==> src/sv/lsc_pkg.sv <==
// ----------------------------------------------------------------------------
// lsc_pkg
// Shared types and constants of the line splitter with length cap.
// ----------------------------------------------------------------------------
package lsc_pkg;

    localparam int COUNT_BITS_DEF = 16;
    localparam int LEN_BITS       = 16;
    localparam int QUEUE_DEPTH    = 4;

    localparam logic [7:0] LF_BYTE = 8'h0A;
    localparam logic [7:0] CR_BYTE = 8'h0D;

    localparam logic [1:0] WR_NONE = 2'd0;
    localparam logic [1:0] WR_ONE  = 2'd1;
    localparam logic [1:0] WR_TWO  = 2'd2;

    typedef struct packed {
        logic [7:0] line_data;
        logic       has_data;
        logic       line_end;
        logic       truncated;
    } t_result;

    typedef struct packed {
        logic [1:0] num;
        t_result    res0;
        t_result    res1;
    } t_qwrite;

endpackage

==> src/sv/lsc_front.sv <==
// ----------------------------------------------------------------------------
// lsc_front
// Classifies each accepted byte and produces up to two results per byte.
// ----------------------------------------------------------------------------
module lsc_front
    import lsc_pkg::*;
#(
    parameter int COUNT_BITS = COUNT_BITS_DEF
) (
    input  logic                i_clk,
    input  logic                i_rst_n,
    input  logic                i_accept,
    input  logic [7:0]          i_in_byte,
    input  logic [LEN_BITS-1:0] i_max_line,
    output t_qwrite             o_wr
);

    logic                  r_discarding, n_discarding;
    logic                  r_pending_cr, n_pending_cr;
    logic [COUNT_BITS-1:0] r_line_count, n_line_count;
    logic [LEN_BITS-1:0]   r_line_len, n_line_len;

    t_result cr_res, b_res;
    logic    cr_vld, b_vld, close;

    always_comb begin
        n_discarding = r_discarding;
        n_pending_cr = r_pending_cr;
        n_line_len   = r_line_len;
        cr_vld       = 1'b0;
        b_vld        = 1'b0;
        close        = 1'b0;
        cr_res       = '{line_data: CR_BYTE, has_data: 1'b1, line_end: 1'b0, truncated: 1'b0};
        b_res        = '{line_data: i_in_byte, has_data: 1'b1, line_end: 1'b0,
                         truncated: 1'b0};
        if (r_discarding) begin
            if (i_in_byte == LF_BYTE) begin
                n_discarding = 1'b0;
                n_line_len   = '0;
                n_pending_cr = 1'b0;
            end
        end else if (i_in_byte == LF_BYTE) begin
            b_vld  = 1'b1;
            b_res  = '{line_data: 8'h00, has_data: 1'b0, line_end: 1'b1, truncated: 1'b0};
            close  = 1'b1;
        end else begin
            cr_vld       = r_pending_cr;
            n_pending_cr = 1'b0;
            if (i_max_line != '0 && r_line_len >= i_max_line) begin
                b_vld        = 1'b1;
                b_res        = '{line_data: 8'h00, has_data: 1'b0, line_end: 1'b1,
                                 truncated: 1'b1};
                close        = 1'b1;
                n_discarding = 1'b1;
            end else begin
                if (r_line_len != '1) begin
                    n_line_len = r_line_len + LEN_BITS'(1);
                end
                if (i_in_byte == CR_BYTE) begin
                    n_pending_cr = 1'b1;
                end else begin
                    b_vld = 1'b1;
                end
            end
        end
        n_line_count = r_line_count;
        if (close) begin
            n_line_len   = '0;
            n_pending_cr = 1'b0;
            if (r_line_count != '1) begin
                n_line_count = r_line_count + COUNT_BITS'(1);
            end
        end
    end

    always_comb begin
        o_wr.res0 = cr_vld ? cr_res : b_res;
        o_wr.res1 = b_res;
        if (!i_accept) begin
            o_wr.num = WR_NONE;
        end else if (cr_vld && b_vld) begin
            o_wr.num = WR_TWO;
        end else if (cr_vld || b_vld) begin
            o_wr.num = WR_ONE;
        end else begin
            o_wr.num = WR_NONE;
        end
    end

    always_ff @(posedge i_clk) begin
        if (!i_rst_n) begin
            r_discarding <= 1'b0;
            r_pending_cr <= 1'b0;
            r_line_count <= '0;
            r_line_len   <= '0;
        end else if (i_accept) begin
            r_discarding <= n_discarding;
            r_pending_cr <= n_pending_cr;
            r_line_count <= n_line_count;
            r_line_len   <= n_line_len;
        end
    end

endmodule

==> src/sv/lsc_queue.sv <==
// ----------------------------------------------------------------------------
// lsc_queue
// Result queue that takes up to two results per cycle and delivers one.
// ----------------------------------------------------------------------------
module lsc_queue
    import lsc_pkg::*;
(
    input  logic    i_clk,
    input  logic    i_rst_n,
    input  t_qwrite i_wr,
    input  logic    i_pop,
    output logic    o_full,
    output logic    o_empty,
    output t_result o_res
);

    localparam int PTR_BITS = $clog2(QUEUE_DEPTH);
    localparam int CNT_BITS = $clog2(QUEUE_DEPTH + 1);

    t_result               r_mem [QUEUE_DEPTH];
    logic [PTR_BITS-1:0]   r_wp, n_wp;
    logic [PTR_BITS-1:0]   r_rp, n_rp;
    logic [CNT_BITS-1:0]   r_count, n_count;
    logic                  rd;

    assign o_empty = (r_count == '0);
    assign o_full  = (r_count > CNT_BITS'(QUEUE_DEPTH - 2));
    assign o_res   = r_mem[r_rp];
    assign rd      = i_pop && !o_empty;

    always_comb begin
        n_wp    = r_wp + PTR_BITS'(i_wr.num);
        n_rp    = rd ? r_rp + PTR_BITS'(1) : r_rp;
        n_count = r_count + CNT_BITS'(i_wr.num) - CNT_BITS'(rd);
    end

    always_ff @(posedge i_clk) begin
        if (i_wr.num != WR_NONE) begin
            r_mem[r_wp] <= i_wr.res0;
        end
        if (i_wr.num == WR_TWO) begin
            r_mem[r_wp + PTR_BITS'(1)] <= i_wr.res1;
        end
    end

    always_ff @(posedge i_clk) begin
        if (!i_rst_n) begin
            r_wp    <= '0;
            r_rp    <= '0;
            r_count <= '0;
        end else begin
            r_wp    <= n_wp;
            r_rp    <= n_rp;
            r_count <= n_count;
        end
    end

endmodule

==> src/sv/line_splitter_with_length_cap_core.sv <==
// ----------------------------------------------------------------------------
// line_splitter_with_length_cap_core
// Splits a byte stream into lines at LF with an optional length cap.
//
// Channel   Direction  Handshake       Payload
// input     in         push / full     i_in_byte
// result    out        empty / pop     o_line_data, o_has_data, o_line_end,
//                                      o_truncated
// config    in         i_cfg_we        i_cfg_wdata (max_line)
//
// One byte is accepted per cycle while full is low; its results enter the
// queue at the same edge and the oldest appears on the next cycle. A byte
// with two results needs two pops, so input stalls only while the
// four-entry queue holds three or more results. Reset is synchronous and
// clears framing state, the length cap and the queue.
// ----------------------------------------------------------------------------
module line_splitter_with_length_cap_core
    import lsc_pkg::*;
#(
    parameter int COUNT_BITS = COUNT_BITS_DEF
) (
    input  logic                i_clk,
    input  logic                i_rst_n,
    input  logic                push,
    output logic                full,
    input  logic [7:0]          i_in_byte,
    output logic                empty,
    input  logic                pop,
    output logic [7:0]          o_line_data,
    output logic                o_has_data,
    output logic                o_line_end,
    output logic                o_truncated,
    input  logic                i_cfg_we,
    input  logic [LEN_BITS-1:0] i_cfg_wdata
);

    logic [LEN_BITS-1:0] r_max_line;
    logic                accept;
    t_qwrite             wr;
    t_result             res;

    assign accept = push && !full;

    always_ff @(posedge i_clk) begin
        if (!i_rst_n) begin
            r_max_line <= '0;
        end else if (i_cfg_we) begin
            r_max_line <= i_cfg_wdata;
        end
    end

    lsc_front #(
        .COUNT_BITS(COUNT_BITS)
    ) u_front (
        .i_clk      (i_clk),
        .i_rst_n    (i_rst_n),
        .i_accept   (accept),
        .i_in_byte  (i_in_byte),
        .i_max_line (r_max_line),
        .o_wr       (wr)
    );

    lsc_queue u_queue (
        .i_clk   (i_clk),
        .i_rst_n (i_rst_n),
        .i_wr    (wr),
        .i_pop   (pop),
        .o_full  (full),
        .o_empty (empty),
        .o_res   (res)
    );

    assign o_line_data = res.line_data;
    assign o_has_data  = res.has_data;
    assign o_line_end  = res.line_end;
    assign o_truncated = res.truncated;

endmodule

==> config.mk <==
export PLATFORM = sky130hd
export DESIGN_NAME = line_splitter_with_length_cap_core
export DESIGN_NICKNAME = d
export VERILOG_FILES = /design/src/sv/lsc_pkg.sv /design/src/sv/lsc_front.sv /design/src/sv/lsc_queue.sv /design/src/sv/line_splitter_with_length_cap_core.sv
export SDC_FILE = /design/constraint.sdc
export NUM_CORES = 1
export LEC_CHECK = 0
export ABC_CLOCK_PERIOD_IN_PS = 4100
export CORE_MARGIN = 2
export CORE_UTILIZATION = 64
export DETAILED_ROUTE_END_ITERATION = 7
export DONT_BUFFER_PORTS = 1
export PLACE_DENSITY_LB_ADDON = 0.05
export RECOVER_POWER = 25
export SLEW_MARGIN = 20
export SYNTH_ARGS = -nofsm -noshare
export SYNTH_HDL_FRONTEND = slang
export SYNTH_SLANG_ARGS = --single-unit
==> constraint.sdc <==
create_clock -name i_clk -period 4.1 [get_ports i_clk]
set_input_delay 0.205 -clock i_clk [delete_from_list [all_inputs] [get_ports i_clk]]
set_output_delay 0.205 -clock i_clk [all_outputs]
set_load 0.1 [all_outputs]
### After elaboration in Yosys (flattened, before gate mapping)

Memories as Yosys holds them, arrays and structs flattened. A register that Yosys moved wholly into a read port is not among the register bits.
Index checks and enable logic that the tools add are counted.

* register bits after elaboration: 41
* bits in writable memories: 44
* memories kept: 1

Memories
* u_queue.r_mem: depth 4, bits a word 11, rd ports 1, clocked after memory_dff 1, write ports 2, line lsc_queue.sv:20 `t_result r_mem [QUEUE_DEPTH];`

* $add $sub $neg: 6
* magnitude comparators: 2
* eq/ne operators: 7
* muxes and demuxes: 36
* reduce and logical (&&, ||, !) cells: 13

Operator list (number)
* 2-to-1 mux 16 bit: 6
* 2-to-1 mux 11 bit: 4
* 2-to-1 mux 1 bit: 22
* adder 16 x 1 -> 16 bit (second input constant): 1
* == test 8 x 4 -> 1 bit (second input constant): 2
* >= comparator 16 bit: 1
* != test 16 bit (second input constant): 1
* nonzero test 16 bit: 1
* 2-to-1 mux 2 bit: 4
* != test 3 x 1 -> 1 bit (second input constant): 2
* AND reduction 5 bit: 1
* adder 2 x 1 -> 2 bit (second input constant): 2
* logical AND 1 bit: 4
* adder 3 x 2 -> 3 bit: 1
* greater-than comparator 3 x 2 -> 1 bit (second input constant): 1
* zero test 3 bit: 1
* != test 3 bit (second input constant): 1
* nonzero test 3 bit: 1
* subtractor 3 x 1 -> 3 bit: 1
* adder 2 bit: 1
* == test 2 bit (second input constant): 1
* zero test 1 bit: 2
* AND reduction 2 bit: 1
* nonzero test 2 bit: 1
* logical OR 1 bit: 1

### Longest topological paths before layout

* depth in word-level cells: 12
* depth in mapped cells: 18
* depth with buffers taken out: 15

### Hierarchy

A second synthesis with hierarchy kept.

* cell total of the unflattened synthesis: 436
* area, all modules: 5017.3 sq um

Modules (own cells, without submodules)
* lsc_queue: times used 1, cells an instance 157, area an instance 2732.6 sq um, sequential area each 1501.4 sq um
* lsc_front: times used 1, cells an instance 227, area an instance 1662.8 sq um, sequential area each 360.3 sq um
* line_splitter_with_length_cap_core: times used 1, cells an instance 52, area an instance 621.8 sq um, sequential area each 320.3 sq um

### Least setup slack after synthesis

OpenSTA, ideal clock, no wires.

* kind: register to register
* start point: register u_queue.r_count[0]
* end point: register u_queue.r_count[2]
* data arrival time: 3.916 ns
* setup slack: 0.056 ns
* stages on the path, launching flop included: 9
* buffers on the path: 0
* clock period less this slack: 4.044 ns
* cells stage by stage: dfxtp_1 > nor3_1 > nor2b_1 > ha_1 > inv_1 > ha_1 > fa_1 > xnor2_1 > nor2_1

* elaborated cells between the ends (all ways): 9

RTL lines
* start, declared: line lsc_queue.sv:23 `logic [CNT_BITS-1:0] r_count, n_count;`
* start signal, assigned: line lsc_queue.sv:54 `r_count <= n_count;`
* zero test 3 bit: line lsc_queue.sv:26 `assign o_empty = (r_count == '0);`
* net empty: line line_splitter_with_length_cap_core.sv:27 `output logic empty,`
* zero test 1 bit: line lsc_queue.sv:29 `assign rd = i_pop && !o_empty;`
* logical AND 1 bit: line lsc_queue.sv:29
* net u_queue.rd: line lsc_queue.sv:24 `logic rd;`
* subtractor 3 x 1 -> 3 bit: line lsc_queue.sv:34 `n_count = r_count + CNT_BITS'(i_wr.num) - CNT_BITS'(rd);`

The timed path passes the listed nets, and every way through them passes these cells.
A chain may end at the register's enable or synchronous reset.

==> results.py <==
metrics = {
    "routing": {
        "route.met2.wl_mm": 5.06,
        "routed.top_layer": "met4",
        "wl_met1_mm": 3.90,
        "wl_met3_um": 489,
        "ant_nets": 0,
        "route.detailed.drc": 0,
        "viasPerCell": 6.06,
        "vias": 3333,
        "wl_per_cell_um": 17.5,
        "dr.pass1.iters": 4,
        "drt-total-wl_mm": 9.63,
        "drt_iter0_drc": 159,
    },
    "pwr": {
        "power.density_mw_per_mm2": 531,
        "leakage_nw": 1.86,
        "vdd_drop_max_mv": 0.221,
    },
    "die": {
        "ios": 42,
        "core-area_sq_mm": 0.00687,
        "dieArea_sq_mm": 0.00790,
        "die_x_um": 88.9,
        "dieHeight_um": 88.9,
        "initial_core_util": 0.671,
        "rows": 30,
    },
    "critical_path": {
        "critPathMaxStageDelay_ps": 780,
        "critPathArrivalTime_ps": 3700,
        "path_common_cell": "ha_1",
        "cp_cell_sequence": "inv_1, ha_1, nor2b_1, o211a_1, o311ai_0, a31o_2, a21oi_1, ha_1, mux2_2, nand2_1, nor2_1",
        "startpoint_type": "register",
        "critPathKind": "register to register",
        "r2r_start": "r_max_line[1]",
        "required_ps": 4080,
        "end_kind": "register",
        "worst-path-max-fanout": 11,
        "crit_start": "r_max_line[1]",
        "slowest_stage": "nor2_1",
    },
    "sta": {
        "setup_viol": 0,
        "finClkSkew_ps": 9.07,
        "hold_violations": 0,
        "clock.fmax_mhz": 269,
        "maxSlewHeadroom": 0.226,
        "period_share": 0.908,
        "setup_tns_ps": 0,
        "drv_slew": 0,
        "finalCriticalPeriod_ps": 3720,
        "rsz0062_at_grt": "no",
        "hold_slack_ps": 3.97,
        "worstMarginPinSlew_ps": 1170,
    },
    "grt": {
        "grt_pass1_wl_mm": 15.7,
        "antenna_found_initial": 0,
        "grt_pass1_vias": 3310,
        "gr-total-overflow": 0,
        "grt_util_all_layers": 0.261,
        "grt_max_degree": 29,
    },
    "finish": {
        "ff_latch_area_sq_mm": 0.00218,
        "finalNetCount": 501,
        "antennaDiodeCount": 0,
        "syn_to_final_growth_pct": 7.06,
        "multi_input_area_sq_mm": 0.00212,
        "final_layout_size_suffix_gt1_frac": 0.117,
        "n_fill_cell": 523,
    },
    "logic_synthesis": {
        "yosysWarnings": 0,
        "synth_nets": 490,
        "synth_area_sq_mm": 0.00461,
        "synth_edf_count": 44,
        "synth_async_sr_flop_share": 0,
        "synth_cell_types": 48,
        "syn_avg_cell_area_sq_um": 10.5,
        "ys_seq_area_frac": 0.473,
        "synth_cells": 438,
        "synth_flop_cell": "edfxtp_1",
        "synth-seq-cells": 87,
    },
    "placed_design": {
        "hpwl_mm": 6.78,
        "place.gp.congestion": 0.829,
        "port_buffers": 0,
    },
    "clocking": {
        "clk_latency_ps": 360,
        "clockBufferDepth": 2,
        "cts_root_buf": "clkbuf_8",
        "cts_buffers": 9,
        "cts_setup_buffers": 0,
        "cts-htree-levels": 3,
        "cts_sinks": 87,
        "path_clk_slew_ps": 90,
        "cts_tree": "done",
    },
    "run": {
        "maxCapViolations": 0,
    },
    "run_status": {
        "outcome": "complete, no violations",
    },
    "worst_hold_path": {
        "min_from": "i_cfg_wdata[15]",
        "min_path_type": "primary input to register",
    },
}
-- sequential cells by signal, indices dropped and copies added (netlist names), named ones only --
| register | flops |
|---|---|
| u_queue.r_rp | 2 |
| r_max_line | 16 |
| u_front.r_discarding | 1 |
| u_front.r_pending_cr | 1 |
| u_queue.r_count | 3 |
| u_queue.r_wp | 2 |
| u_queue.r_mem | 44 |
| u_front.r_line_len | 16 |
-- synthesized netlist by cell type (2+ instances only) --
library cell	instances	area share
o21ai_0	6	0.0065
o221ai_2	2	0.0065
a21oi_1	19	0.021
nor4_1	8	0.011
and2_1	5	0.0068
nor2b_1	4	0.0054
edfxtp_1	44	0.29
nor3_1	8	0.0087
dfxtp_1	43	0.19
nand3_1	9	0.0098
and3_1	24	0.033
nand4_1	17	0.023
buf_1	2	0.0016
ha_1	22	0.060
xnor2_1	3	0.0057
a31oi_1	3	0.0041
o221ai_1	5	0.0095
clkbuf_1	9	0.0073
clkbuf_8	6	0.018
mux4_2	11	0.054
mux2i_1	18	0.039
nor2_1	37	0.030
xor2_1	3	0.0057
inv_1	43	0.035
buf_6	2	0.0049
nand2b_1	4	0.0054
a31o_2	2	0.0038
o2111ai_1	5	0.0095
o211ai_2	7	0.019
nand3_2	3	0.0065
or3_1	2	0.0027
nor4b_1	2	0.0038
nand2_1	42	0.034
o211ai_1	4	0.0065
-- kinds of logic (layout without fill, tap and decap cells) --
group	count (synthesis)	count (layout)	synth area share
and+or+nand+nor	172	172	0.194
DFF	87	87	0.473
buffers and inverters	62	78	0.0668
AOI/OAI and AO/OA	58	58	0.0953
muxes	30	30	0.0953
adders and majority gates	23	23	0.0641
xor gates and xnor gates	6	6	0.0114
-- path summary, 6_finish.rpt --
| path | endpoint | slack, ps | cells past startpoint |
|---|---|---|---|
| hold reg to reg | u_front.r_pending_cr | 480 | 2 |
| setup reg to reg | u_queue.r_mem[1][2] | 380 | 11 |
| hold / removal | r_max_line[15] | 4 | 2 |
| setup / recovery | u_queue.r_mem[1][2] | 380 | 11 |
-- worst max-delay path: cells and delay by family, from the launching register on --
family | cells | cell delay (ps)
AO/OA/AOI/OAI | 4 | 1080
AND/OR/NAND/NOR | 3 | 980
adder cells (fa/ha/maj) | 2 | 650
flip-flops | 1 | 360
multiplexers | 1 | 240
buffers and inverters | 1 | 50
-- cells in the final DEF, fill, tap and decap left out, types with 6 or more instances in the layout --
master	instances
nand3_1	9
dlygate4sd3_1	13
a21oi_1	19
edfxtp_1	44
nor3_1	8
dfxtp_1	43
inv_1	43
ha_1	22
o21ai_0	6
mux4_2	11
nand2_1	42
mux2i_1	18
o211ai_2	7
and3_1	24
nor2_1	37
clkbuf_8	9
nand4_1	17
nor4_1	8
-- power by group --
| part | switching (W) | leakage, nW | internal [W] |
|---|---|---|---|
| Combinational | 0.000721 | 1.02 | 0.000235 |
| Sequential | 0.0000764 | 0.752 | 0.00103 |
| Clock | 0.000333 | 0.0838 | 0.000226 |
| Total | 0.00113 | 1.86 | 0.00149 |
-- routing by layer --
metal,global-route usage,vias up
li1,-,1622
met1,0.312,1604
met2,0.474,91
met3,0.0410,16
met4,0.0895,0
met5,0,-
-- metrics by stage --
| stage | setup slack (ps) | utilization | total power [W] | cell area (sq um) | cells |
|---|---|---|---|---|---|
| final | 378 | 0.718 | 0.00262 | 4930 | 550 |
| after global routing | 93.0 | 0.718 | 0.00274 | 4930 | 550 |
| after CTS | 391 | 0.719 | 0.00266 | 4940 | 548 |
| after detailed placement | 397 | 0.677 | 0.00211 | 4650 | 521 |
| after global placement | 501 | 0.677 | 0.00208 | 4650 | 521 |
| after floorplan | 56.0 | - | 0.00198 | 4610 | 438 |
-- area by class of cell --
cell class,count,share of cell area
clock inverters,7,0.0114
multi-input cells,289,0.430
clock buffers,9,0.0251
inverters,43,0.0327
repair buffers,19,0.0347
flip-flops and latches,87,0.442
well taps,96,0.0243
-- timing repair --
action	in CTS	in global routing
hold buffers	11	2
resized for setup	0	0
hold endpoints to repair	10	2
No activity file was read; power rests on OpenSTA's default activity.
